### config.mk
export PLATFORM = sky130hd
export DESIGN_NAME = three_axis_jump_offset_tracker
export DESIGN_NICKNAME = d
export VERILOG_FILES = /design/src/hdl/jot_pkg.sv /design/src/hdl/jot_axis.sv /design/src/hdl/three_axis_jump_offset_tracker.sv
export SDC_FILE = /design/constraint.sdc
export NUM_CORES = 2
export LEC_CHECK = 0
export BUFFER_PORTS_ARGS = -buffer_cell sky130_fd_sc_hd__buf_2
export CELL_PAD_IN_SITES_DETAIL_PLACEMENT = 0
export CELL_PAD_IN_SITES_GLOBAL_PLACEMENT = 1
export CORE_ASPECT_RATIO = 0.6
export CORE_MARGIN = 2
export CORE_UTILIZATION = 42
export CTS_CLUSTER_DIAMETER = 120
export DETAILED_ROUTE_END_ITERATION = 10
export PLACE_DENSITY_LB_ADDON = 0.1
export SLEW_MARGIN = 20
export SYNTH_ARGS = -nofsm -noshare
export SYNTH_HDL_FRONTEND = slang
export SYNTH_HIERARCHICAL = 1
export SYNTH_SLANG_ARGS = --single-unit
### constraint.sdc
create_clock -name clk -period 18.1 [get_ports clk]
set_input_delay 3.62 -clock clk [delete_from_list [all_inputs] [get_ports clk]]
set_output_delay 3.62 -clock clk [all_outputs]
set_load 0.01 [all_outputs]
### src/hdl/jot_pkg.sv
// ----------------------------------------------------------------------------
// jot_pkg
// Shared types and constants of the three-axis jump offset tracker.
// ----------------------------------------------------------------------------
package jot_pkg;

    localparam int WORD_W = 32;
    localparam int TOL_W  = 31;
    localparam int LAT_W  = 16;
    localparam int LIM_W  = 15;
    localparam int TIME_W = 48;
    localparam int GAP_W  = 20;
    localparam int CFG_IDX_W = 3;

    typedef logic signed [WORD_W-1:0] word_t;
    typedef logic [2:0][WORD_W-1:0]   offset_vec_t;

    // one output request
    typedef struct packed {
        offset_vec_t offset;
        logic        fin;
    } result_t;

    // configuration register indexes
    typedef enum logic [CFG_IDX_W-1:0] {
        CFG_TOL_X     = 3'd0,
        CFG_TOL_Y     = 3'd1,
        CFG_TOL_Z     = 3'd2,
        CFG_POLAR_LIM = 3'd3,
        CFG_MAX_GAP   = 3'd4
    } cfg_index_t;

    localparam logic [TOL_W-1:0] TOL_XY_RESET  = 31'd256000;
    localparam logic [TOL_W-1:0] TOL_Z_RESET   = 31'd1024;
    localparam logic [LIM_W-1:0] POLAR_RESET   = 15'd14080;
    localparam logic [GAP_W-1:0] MAX_GAP_RESET = 20'd4000;

endpackage

### src/hdl/jot_axis.sv
// ----------------------------------------------------------------------------
// jot_axis
// Step test and saturating offset update for one axis.
// ----------------------------------------------------------------------------
module jot_axis (
    input  jot_pkg::word_t           sample,
    input  jot_pkg::word_t           held,
    input  jot_pkg::word_t           offset,
    input  logic [jot_pkg::TOL_W-1:0] tolerance,
    input  logic                     test_en,
    output jot_pkg::word_t           offset_next
);
    import jot_pkg::*;

    logic signed [WORD_W:0]   step;
    logic [WORD_W:0]          step_abs;
    logic signed [WORD_W+1:0] diff;
    word_t                    diff_sat;
    logic                     jump;

    // full-precision step, magnitude always fits 33 bits
    assign step     = {sample[WORD_W-1], sample} - {held[WORD_W-1], held};
    assign step_abs = step[WORD_W] ? (WORD_W+1)'(-step) : step;
    assign diff     = {{2{offset[WORD_W-1]}}, offset} - {step[WORD_W], step};

    always_comb
    begin
        if (diff[WORD_W+1:WORD_W-1] == 3'b000 || diff[WORD_W+1:WORD_W-1] == 3'b111)
        begin
            diff_sat = diff[WORD_W-1:0];
        end
        else if (diff[WORD_W+1])
        begin
            diff_sat = {1'b1, {(WORD_W-1){1'b0}}};
        end
        else
        begin
            diff_sat = {1'b0, {(WORD_W-1){1'b1}}};
        end
    end

    assign jump        = test_en && (step_abs > {2'b00, tolerance});
    assign offset_next = jump ? diff_sat : offset;

endmodule

### src/hdl/three_axis_jump_offset_tracker.sv
// ----------------------------------------------------------------------------
// three_axis_jump_offset_tracker
// Tracks per-axis jump offsets over a series of three-axis residual samples.
// ----------------------------------------------------------------------------
// Usage
//   input channel (in_valid/in_ready): one request per sample with residuals,
//   latitude, timestamp, heading and last flag
//   output channel (out_valid/out_ready): offset requests; each sample after
//   the first gives the offset of the previous sample, and a sample with
//   last_sample set also gives its own offset with final_result high
//   config port: cfg_wr_en/cfg_index/cfg_data, write only while idle
// Timing
//   a sample waits in the input register; its results land in a two-entry
//   output queue as it leaves, and the queue head register drives the output
//   one sample per cycle while each sample gives at most one result and the
//   receiver keeps up; a sample with two results waits for an empty queue
//   (queue drain rate of one a cycle)
// Reset and stalls
//   reset clears the series state and loads the default register values
//   when the receiver stalls the queue fills and in_ready drops once a
//   sample cannot move on into the queue; nothing is lost
// ----------------------------------------------------------------------------
module three_axis_jump_offset_tracker (
    input  logic                          clk,
    input  logic                          rst_n,
    // config port
    input  logic                          cfg_wr_en,
    input  logic [jot_pkg::CFG_IDX_W-1:0] cfg_index,
    input  logic [jot_pkg::TOL_W-1:0]     cfg_data,
    // sample input
    input  logic                          in_valid,
    output logic                          in_ready,
    input  jot_pkg::word_t                residual_x,
    input  jot_pkg::word_t                residual_y,
    input  jot_pkg::word_t                residual_z,
    input  logic signed [jot_pkg::LAT_W-1:0] latitude,
    input  logic [jot_pkg::TIME_W-1:0]    timestamp_ms,
    input  logic                          heading_north,
    input  logic                          last_sample,
    // offset output
    output logic                          out_valid,
    input  logic                          out_ready,
    output jot_pkg::word_t                offset_x,
    output jot_pkg::word_t                offset_y,
    output jot_pkg::word_t                offset_z,
    output logic                          final_result
);
    import jot_pkg::*;

    // configuration registers
    logic [TOL_W-1:0]  tol_reg [3];
    logic [LIM_W-1:0]  polar_lim_reg;
    logic [GAP_W-1:0]  max_gap_reg;

    // input register
    logic                     in_valid_reg;
    offset_vec_t              in_res_reg;
    logic signed [LAT_W-1:0]  in_lat_reg;
    logic [TIME_W-1:0]        in_time_reg;
    logic                     in_north_reg;
    logic                     in_last_reg;

    // series state
    offset_vec_t              held_res_reg;
    logic [LAT_W-1:0]         held_alat_reg;   // |latitude| of held sample
    logic                     held_heading_reg;
    logic [TIME_W-1:0]        held_time_reg;
    logic [TIME_W-1:0]        held_gap_reg;    // |time(held) - time(before held)|
    offset_vec_t              run_reg;
    offset_vec_t              stored_reg;
    logic                     turn_seen_reg;
    logic [1:0]               seen_reg;

    // output queue, slot 0 is the head
    result_t                  slot0_reg, slot1_reg;
    result_t                  slot0_next, slot1_next;
    logic [1:0]               cnt_reg, cnt_next;

    logic                     fire;
    logic                     in_fire;
    logic                     pop;
    logic                     have_held;
    logic                     skip;
    logic                     polar;
    logic                     pair_en;
    logic                     turn;
    logic [2:0]               axis_en;
    offset_vec_t              step_run;
    offset_vec_t              run_next;
    offset_vec_t              stored_next;
    logic                     turn_seen_next;
    logic [1:0]               push_cnt;
    logic [1:0]               cnt_after_pop;
    result_t                  res_a, res_b, head_after_pop;
    logic [TIME_W-1:0]        gap_new;
    logic [LAT_W-1:0]         alat_new;

    // ------------------------------------------------------------------------
    // config writes
    // ------------------------------------------------------------------------
    always_ff @(posedge clk or negedge rst_n)
    begin
        if (!rst_n)
        begin
            tol_reg[0]    <= TOL_XY_RESET;
            tol_reg[1]    <= TOL_XY_RESET;
            tol_reg[2]    <= TOL_Z_RESET;
            polar_lim_reg <= POLAR_RESET;
            max_gap_reg   <= MAX_GAP_RESET;
        end
        else if (cfg_wr_en)
        begin
            unique case (cfg_index)
                CFG_TOL_X:     tol_reg[0]    <= cfg_data;
                CFG_TOL_Y:     tol_reg[1]    <= cfg_data;
                CFG_TOL_Z:     tol_reg[2]    <= cfg_data;
                CFG_POLAR_LIM: polar_lim_reg <= cfg_data[LIM_W-1:0];
                CFG_MAX_GAP:   max_gap_reg   <= cfg_data[GAP_W-1:0];
                default:       ;   // unused indexes are ignored
            endcase
        end
    end

    // ------------------------------------------------------------------------
    // input register, refilled in the cycle it drains
    // ------------------------------------------------------------------------
    assign in_ready = !in_valid_reg || fire;
    assign in_fire  = in_valid && in_ready;

    always_ff @(posedge clk or negedge rst_n)
    begin
        if (!rst_n)
        begin
            in_valid_reg <= 1'b0;
        end
        else if (in_ready)
        begin
            in_valid_reg <= in_valid;
        end
    end

    always_ff @(posedge clk)
    begin
        if (in_fire)
        begin
            in_res_reg   <= {residual_z, residual_y, residual_x};
            in_lat_reg   <= latitude;
            in_time_reg  <= timestamp_ms;
            in_north_reg <= heading_north;
            in_last_reg  <= last_sample;
        end
    end

    // ------------------------------------------------------------------------
    // pair examination
    // ------------------------------------------------------------------------
    assign have_held = (seen_reg != 2'd0);
    // gap test only once the held sample is third or later
    assign skip      = (seen_reg == 2'd3) && (held_gap_reg > {{(TIME_W-GAP_W){1'b0}}, max_gap_reg});
    assign polar     = held_alat_reg > {1'b0, polar_lim_reg};
    assign pair_en   = have_held && !skip;
    assign axis_en   = {pair_en, pair_en && !polar, pair_en && !polar};
    assign turn      = pair_en && held_heading_reg && !in_north_reg;

    for (genvar a = 0; a < 3; a++)
    begin : g_axis
        jot_axis u_axis (
            .sample      (in_res_reg[a]),
            .held        (held_res_reg[a]),
            .offset      (run_reg[a]),
            .tolerance   (tol_reg[a]),
            .test_en     (axis_en[a]),
            .offset_next (step_run[a])
        );
    end

    // north-to-south turn: first one stores, later ones restore
    always_comb
    begin
        run_next       = step_run;
        stored_next    = stored_reg;
        turn_seen_next = turn_seen_reg;
        if (turn)
        begin
            if (!turn_seen_reg)
            begin
                stored_next    = step_run;
                turn_seen_next = 1'b1;
            end
            else
            begin
                run_next = stored_reg;
            end
        end
    end

    // ------------------------------------------------------------------------
    // results: previous-sample offset first, then final offset on last sample
    // ------------------------------------------------------------------------
    assign push_cnt = {1'b0, have_held} + {1'b0, in_last_reg};
    assign res_b    = '{offset: run_next, fin: 1'b1};
    assign res_a    = have_held ? result_t'{offset: run_reg, fin: 1'b0} : res_b;

    // room is judged before this cycle's pop, so no ready path runs through
    assign fire = in_valid_reg && ({1'b0, push_cnt} <= (3'd2 - {1'b0, cnt_reg}));
    assign pop  = out_valid && out_ready;

    assign cnt_after_pop  = cnt_reg - {1'b0, pop};
    assign head_after_pop = pop ? slot1_reg : slot0_reg;

    always_comb
    begin
        slot0_next = head_after_pop;
        slot1_next = slot1_reg;
        cnt_next   = cnt_after_pop;
        if (fire)
        begin
            cnt_next = cnt_after_pop + push_cnt;
            if (cnt_after_pop == 2'd0)
            begin
                slot0_next = res_a;
                slot1_next = res_b;
            end
            else if (cnt_after_pop == 2'd1)
            begin
                slot1_next = res_a;
            end
        end
    end

    always_ff @(posedge clk or negedge rst_n)
    begin
        if (!rst_n)
        begin
            cnt_reg <= 2'd0;
        end
        else
        begin
            cnt_reg <= cnt_next;
        end
    end

    always_ff @(posedge clk)
    begin
        slot0_reg <= slot0_next;
        slot1_reg <= slot1_next;
    end

    assign out_valid    = (cnt_reg != 2'd0);
    assign offset_x     = slot0_reg.offset[0];
    assign offset_y     = slot0_reg.offset[1];
    assign offset_z     = slot0_reg.offset[2];
    assign final_result = slot0_reg.fin;

    // ------------------------------------------------------------------------
    // series state update
    // ------------------------------------------------------------------------
    assign gap_new  = (in_time_reg >= held_time_reg) ? in_time_reg - held_time_reg
                                                     : held_time_reg - in_time_reg;
    assign alat_new = in_lat_reg[LAT_W-1] ? LAT_W'(-in_lat_reg) : in_lat_reg;

    always_ff @(posedge clk or negedge rst_n)
    begin
        if (!rst_n)
        begin
            held_res_reg     <= '0;
            held_alat_reg    <= '0;
            held_heading_reg <= 1'b0;
            held_time_reg    <= '0;
            held_gap_reg     <= '0;
            run_reg          <= '0;
            stored_reg       <= '0;
            turn_seen_reg    <= 1'b0;
            seen_reg         <= 2'd0;
        end
        else if (fire)
        begin
            if (in_last_reg)
            begin
                // end of series: back to a clean start
                held_res_reg     <= '0;
                held_alat_reg    <= '0;
                held_heading_reg <= 1'b0;
                held_time_reg    <= '0;
                held_gap_reg     <= '0;
                run_reg          <= '0;
                stored_reg       <= '0;
                turn_seen_reg    <= 1'b0;
                seen_reg         <= 2'd0;
            end
            else
            begin
                held_res_reg     <= in_res_reg;
                held_alat_reg    <= alat_new;
                held_heading_reg <= in_north_reg;
                held_time_reg    <= in_time_reg;
                held_gap_reg     <= gap_new;
                run_reg          <= run_next;
                stored_reg       <= stored_next;
                turn_seen_reg    <= turn_seen_next;
                if (seen_reg != 2'd3)
                begin
                    seen_reg <= seen_reg + 2'd1;
                end
            end
        end
    end

    // ------------------------------------------------------------------------
    // assertions
    // ------------------------------------------------------------------------
    a_queue_bound: assert property (@(posedge clk) disable iff (!rst_n)
        cnt_reg != 2'd3)
        else $error("output queue over two entries");

    a_series_end: assert property (@(posedge clk) disable iff (!rst_n)
        fire && in_last_reg |=> seen_reg == 2'd0 && !turn_seen_reg)
        else $error("series state not cleared after last sample");

    a_turn_sticky: assert property (@(posedge clk) disable iff (!rst_n)
        turn_seen_reg && !(fire && in_last_reg) |=> turn_seen_reg)
        else $error("turn flag dropped inside a series");

    a_no_push_when_full: assert property (@(posedge clk) disable iff (!rst_n)
        cnt_reg == 2'd2 && !pop |=> cnt_reg == 2'd2 && $stable(slot0_reg))
        else $error("full queue changed without a pop");

endmodule

# Word level (Yosys, flattened, before mapping)
# Index checks and enable logic that the tools add are counted.
op_classes:
  eq_ne: 10
  reduce_logical: 37
  add_sub_neg: 17
  mux: 35
  magnitude_cmp: 7
op_table:
  columns: ["operator", "n"]
  rows:
  - ["$mux W97", 6]
  - ["$mux W96", 6]
  - ["$mux W32", 9]
  - ["$mux W48", 3]
  - ["$sub A32 B33 Y34", 3]
  - ["$gt A33 B31 Y1", 3]
  - ["$mux W33", 3]
  - ["$neg A33 Y33", 3]
  - ["$sub A32 B32 Y33", 3]
  - ["$sub A48 B48 Y48", 2]
  - ["$ge A48 B48 Y1", 1]
  - ["$gt A48 B20 Y1", 1]
  - ["$mux W16", 2]
  - ["$gt A16 B15 Y1", 1]
  - ["$neg A16 Y16", 1]
  - ["$reduce_and A2 Y1", 8]
  - ["$eq A3 B3 Y1 const B", 4]
  - ["$logic_not A3 Y1", 4]
  - ["$logic_and A1 B1 Y1", 11]
  - ["$reduce_bool A2 Y1", 5]
  - ["$eq A3 B2 Y1 const B", 2]
  - ["$mux W2", 3]
  - ["$logic_not A1 Y1", 4]
  - ["$logic_or A1 B1 Y1", 4]
  - ["other kinds (12)", 14]
totals:
  ff_bits: 891
  input_bits: 201

# Logic depth before layout (Yosys ltp)
depth:
  ltp_word: 12
  depth_mapped: 29
  mapped_depth_nobuf: 27

# Hierarchy
# Netlist, hierarchy kept.
modules_own_cells:
  columns: ["mod", "area_each_um2", "instances", "cells_each", "seq_area_each_um2"]
  rows:
  - ["three_axis_jump_offset_tracker", 42119.1, 1, 4049, 23137.2]
  - ["jot_axis (g_axis[1].u_axis ...)", 6515.0, 2, 902, 0.0]
  - ["jot_axis (g_axis[0].u_axis)", 6174.7, 1, 914, 0.0]

# Worst setup path before layout
# Ideal clock, no wire load.
synth_path:
  path_kind: "input-to-reg"
  startpoint: "input port in_valid"
  endpoint: "register in_last_reg, enable pin"
  n_path_buf: 0
  t_required_ns: 17.558
  path_stages: 1
  setup_slack_ns: 10.247
  arrival_ns: 7.311
  setup_ns: 0.542
  cell_sequence: "and2_1"
synth_via:
  elab_chain_cells: 1
synth_lines:
  columns: ["element", "line", "source"]
  rows:
  - ["start, declared", "three_axis_jump_offset_tracker.sv:31", "input logic in_valid,"]
  - ["$logic_and A1 B1 Y1", "three_axis_jump_offset_tracker.sv:128", "assign in_fire = in_valid && in_ready;"]
  - ["end signal, assigned", "three_axis_jump_offset_tracker.sv:150", "in_last_reg <= last_sample;"]
  - ["end, declared", "three_axis_jump_offset_tracker.sv:61", "logic in_last_reg;"]
# No other way between the ends.
# A chain may end at the register's enable or synchronous reset.

# Final worst setup path
layout_path:
  startpoint: "register seen_reg[0]"
  endpoint: "output port in_ready"
layout_via:
  elab_chain_cells: 5
layout_lines:
  columns: ["element", "line", "source"]
  rows:
  - ["start, declared", "three_axis_jump_offset_tracker.sv:72", "logic [1:0] seen_reg;"]
  - ["start signal, assigned", "three_axis_jump_offset_tracker.sv:303", "seen_reg <= seen_reg + 2'd1;"]
  - ["$reduce_bool A2 Y1", "three_axis_jump_offset_tracker.sv:157", "assign have_held = (seen_reg != 2'd0);"]
  - ["$add A1 B1 Y2", "three_axis_jump_offset_tracker.sv:200", "assign push_cnt = {1'b0, have_held} + {1'b0, in_last_reg};"]
  - ["$le A2 B3 Y1", "three_axis_jump_offset_tracker.sv:205", "assign fire = in_valid_reg && ({1'b0, push_cnt} <= (3'd2 - {1'b0, cnt_reg}));"]
  - ["$logic_and A1 B1 Y1", "three_axis_jump_offset_tracker.sv:205", null]
  - ["$logic_or A1 B1 Y1", "three_axis_jump_offset_tracker.sv:127", "assign in_ready = !in_valid_reg || fire;"]
  - ["end, declared", "three_axis_jump_offset_tracker.sv:32", "output logic in_ready,"]
# No other way between the ends.

==> flow_summary.html <==
<table>
<tr><th>Metric</th><th>Value</th></tr>
<tr><th colspan="2">Floorplan</th></tr>
<tr><td>Area of the core</td><td>0.145 mm2</td></tr>
<tr><td>Floorplan die height</td><td>300 um</td></tr>
<tr><td>Starting density of the core</td><td>42.4%</td></tr>
<tr><td>Number of core rows</td><td>108</td></tr>
<tr><td>Die area</td><td>0.149 mm2</td></tr>
<tr><td>I/O Pins</td><td>300</td></tr>
<tr><td>Horiz. Die Dim</td><td>497 um</td></tr>
<tr><th colspan="2">Synth</th></tr>
<tr><td>Sequential fraction of the synthesis area</td><td>37.7%</td></tr>
<tr><td>Number of nets produced by synthesis</td><td>7407</td></tr>
<tr><td>#FFs+latches synth</td><td>891</td></tr>
<tr><td>Leading register cell type out of synthesis</td><td>sky130_fd_sc_hd__dfrtp_1</td></tr>
<tr><td>Mean cell area of the mapped netlist</td><td>9.06 um2</td></tr>
<tr><td>Synth Instances</td><td>6767</td></tr>
<tr><td>Mapped Area</td><td>0.0613 mm2</td></tr>
<tr><td>Number of warnings issued by yosys</td><td>6</td></tr>
<tr><td>Library cell occupying the most area in the post-synthesis netlist</td><td>sky130_fd_sc_hd__dfrtp_1</td></tr>
<tr><td>Count of cell types in the netlist</td><td>119</td></tr>
<tr><td>Main area contributors after synthesis</td><td>sky130_fd_sc_hd__dfrtp_1 21%, sky130_fd_sc_hd__edfxtp_1 13%, sky130_fd_sc_hd__ha_1 8.8%, sky130_fd_sc_hd__nand2_1 4.8%, sky130_fd_sc_hd__a21oi_1 4.3%</td></tr>
<tr><td>Top-area cell type share of the netlist area</td><td>20.9%</td></tr>
<tr><td>Share of async-settable or async-resettable flops after synthesis</td><td>60.0%</td></tr>
<tr><td>Number of flops mapped to enable cells by yosys</td><td>259</td></tr>
<tr><th colspan="2">Finish</th></tr>
<tr><td>Area Overhead vs Synth</td><td>10.2%</td></tr>
<tr><td>Fraction of final layout cells with drive strength greater than 1</td><td>12.1%</td></tr>
<tr><td>Flip-flop count of the largest register after layout</td><td>97</td></tr>
<tr><td>Leading cell type in the layout, fill and taps excluded</td><td>sky130_fd_sc_hd__nand2_1</td></tr>
<tr><td>Layout Nets</td><td>7513</td></tr>
<tr><td>Leading cell types in the layout, fill and taps excluded</td><td>774 x sky130_fd_sc_hd__nand2_1, 533 x sky130_fd_sc_hd__a21oi_1, 511 x sky130_fd_sc_hd__dfrtp_1</td></tr>
<tr><th colspan="2">STA</th></tr>
<tr><td>Final total negative setup slack</td><td>0 ns</td></tr>
<tr><td>Hold Vio Cnt, Final</td><td>0</td></tr>
<tr><td>Remaining max-slew budget at the tightest pin</td><td>26.0%</td></tr>
<tr><td>Unrepaired setup endpoints after global routing</td><td>false</td></tr>
<tr><td>Time the final worst path needs with I/O delays and setup</td><td>7.93 ns</td></tr>
<tr><td>Slew at the pin with the worst max-slew slack</td><td>1.10 ns</td></tr>
<tr><td>Final cycle utilization of the critical path</td><td>43.8%</td></tr>
<tr><td>Maximum clock rate</td><td>0.126 GHz</td></tr>
<tr><td>Final Max Slew Viols</td><td>0</td></tr>
<tr><td>Hold_ws</td><td>0.476 ns</td></tr>
<tr><td>Count of endpoints failing setup in the final report</td><td>0</td></tr>
<tr><td>Worst Clk Skew</td><td>0.0438 ns</td></tr>
<tr><th colspan="2">Route</th></tr>
<tr><td>Number of iterations in the first detailed-routing pass</td><td>6</td></tr>
<tr><td>Remaining number of nets flagged by the antenna check after routing</td><td>0</td></tr>
<tr><td>Mean number of vias per cell</td><td>5.85</td></tr>
<tr><td>1st-iter DRT viols</td><td>5134</td></tr>
<tr><td>Count of unresolved DRC violations after routing</td><td>0</td></tr>
<tr><td>Detail-routed net length per standard cell</td><td>23.6 um</td></tr>
<tr><td>Wire length after detailed routing</td><td>210000 um</td></tr>
<tr><td>Total via count in the routed design</td><td>52000</td></tr>
<tr><th colspan="2">Worst setup path</th></tr>
<tr><td>Arrival time reported for the critical path endpoint</td><td>4.31 ns</td></tr>
<tr><td>CP endpoint kind</td><td>output port</td></tr>
<tr><td>Startpoint-to-endpoint class of the critical path</td><td>register to output port</td></tr>
<tr><td>Highest net fanout along the worst path</td><td>47</td></tr>
<tr><td>CP Launch Type</td><td>register</td></tr>
<tr><td>CP required</td><td>14.48 ns</td></tr>
<tr><th colspan="2">GRT</th></tr>
<tr><td>Largest net degree at the start of global routing</td><td>172</td></tr>
<tr><td>GR Overflow Total</td><td>0</td></tr>
<tr><td>Via count of the first global-routing pass</td><td>48400</td></tr>
<tr><td>Initial antenna violation count</td><td>12</td></tr>
<tr><td>Total routing resource utilization after global routing</td><td>27.6%</td></tr>
<tr><td>Wire length of the first global-routing pass</td><td>315000 um</td></tr>
<tr><th colspan="2">Clocking</th></tr>
<tr><td>Cells resized by post-CTS repair</td><td>0</td></tr>
<tr><td>Clock tree from TritonCTS</td><td>yes</td></tr>
<tr><td>Number of buffers added to fix hold violations after cts</td><td>0</td></tr>
<tr><td>Buffer cell driving the clock tree root</td><td>sky130_fd_sc_hd__clkbuf_16</td></tr>
<tr><td>Clock transition at the registers of the reported paths</td><td>0.07 ns</td></tr>
<tr><td>Post-CTS setup-driven buffer insertion count</td><td>0</td></tr>
<tr><td>Number of buffers between clock root and the deepest sink</td><td>3</td></tr>
<tr><td>TritonCTS buffer count</td><td>92</td></tr>
<tr><td>H-tree Lvls</td><td>3</td></tr>
<tr><td>TritonCTS sink count</td><td>891</td></tr>
<tr><td>Clock Latency Late Sink</td><td>0.76 ns</td></tr>
<tr><th colspan="2">Placement</th></tr>
<tr><td>Final HPWL DP</td><td>154000 um</td></tr>
<tr><td>Count of input and output buffers</td><td>299</td></tr>
<tr><td>Weighted congestion at the end of routability-driven global placement</td><td>0.976</td></tr>
<tr><th colspan="2">Run</th></tr>
<tr><td>Reported max-cap violation count</td><td>0</td></tr>
<tr><th colspan="2">Status</th></tr>
<tr><td>Result of the run</td><td>complete, no violations</td></tr>
<tr><th colspan="2">Hold path</th></tr>
<tr><td>Worst hold-check path type</td><td>register to register</td></tr>
</table>
-- synth_stat cells, drive strengths merged (95+ instances only) --
master and number:
a31oi 136, mux2i 211, nand2b 148, buf 97
a21o 175, nand2 779, xnor2 155, xor2 117
a22o 102, inv 465, dfxtp 97, nor2 319
nand3 95, ha 431, and2 127, o21ai 487
clkbuf 266, edfxtp 259, mux2 177, a211oi 144
a21oi 541, dfrtp 511
-- per-stage QoR --
stage	area (um2)	util [%]	setup slack (ns)	instances
after global routing	67600	46.7	9.96	8880
after detailed placement	64400	44.5	9.64	8702
after CTS	67500	46.7	10.07	8876
final	67600	46.7	10.17	8883
after global placement	64400	44.5	9.73	8702
after floorplan	61300	-	10.25	6767
-- per-layer routing --
metal	global-route usage (%)	vias to the layer above	part of all wire, %
li1	-	24600	-
met1	44.3	25200	51
met2	34.9	1863	37
met3	8.30	236	10
met4	5.85	4	2.1
met5	0.313	-	0.036
-- cell families after synthesis --
family	after synthesis	synth area share (%)
AOI/OAI and AO/OA	2062	21.9
xor gates and xnor gates	272	3.88
adders and majority gates	439	9.05
buffers and inverters	829	5.48
DFF	891	37.7
muxes	388	7.06
and+or+nand+nor	1886	14.9
-- path summary, 6_finish.rpt --
kind,cells after the start,slack (ns),start,endpoint
min in group asynchronous,1,2.82,rst_n,held_time_reg[28]$_DFFE_PN0P_
setup reg to reg,22,10.44,in_res_reg[75]$_DFFE_PP_,slot1_reg[65]$_DFFE_PP_
hold reg to reg,2,0.48,offset_x[13]$_DFF_P_,offset_x[13]$_DFF_P_
hold / removal,2,0.48,offset_x[13]$_DFF_P_,offset_x[13]$_DFF_P_
setup / recovery,11,10.17,seen_reg[0]$_DFFE_PN0P_,in_ready
max in group asynchronous,4,12.08,rst_n,stored_reg[9]$_DFFE_PN0P_
-- critical path: stages (launching register included) --
cell and delay, ns:
sky130_fd_sc_hd__dfrtp_1 0.42, sky130_fd_sc_hd__inv_1 0.08, sky130_fd_sc_hd__ha_2 0.84, sky130_fd_sc_hd__clkinv_2 0.10, sky130_fd_sc_hd__buf_4 0.38, sky130_fd_sc_hd__ha_1 0.36
sky130_fd_sc_hd__ha_1 0.29, sky130_fd_sc_hd__nor2b_1 0.13, sky130_fd_sc_hd__o21ai_0 0.53, sky130_fd_sc_hd__inv_1 0.09, sky130_fd_sc_hd__nand2_1 0.13, sky130_fd_sc_hd__buf_2 0.17
-- area by class of cell --
cell class	instances	area, um2
repair buffers	375	2130
clock inverters	47	502
diodes	5	12.5
inverters	466	1750
flip-flops and latches	891	23100
multi-input cells	5047	35000
fillers	14000	77200
well taps	1925	2410
clock buffers	127	2660
Power is left out: the tool's default activity adds up to more than one toggle a clock period on the data nets, which glitch-free logic cannot reach.
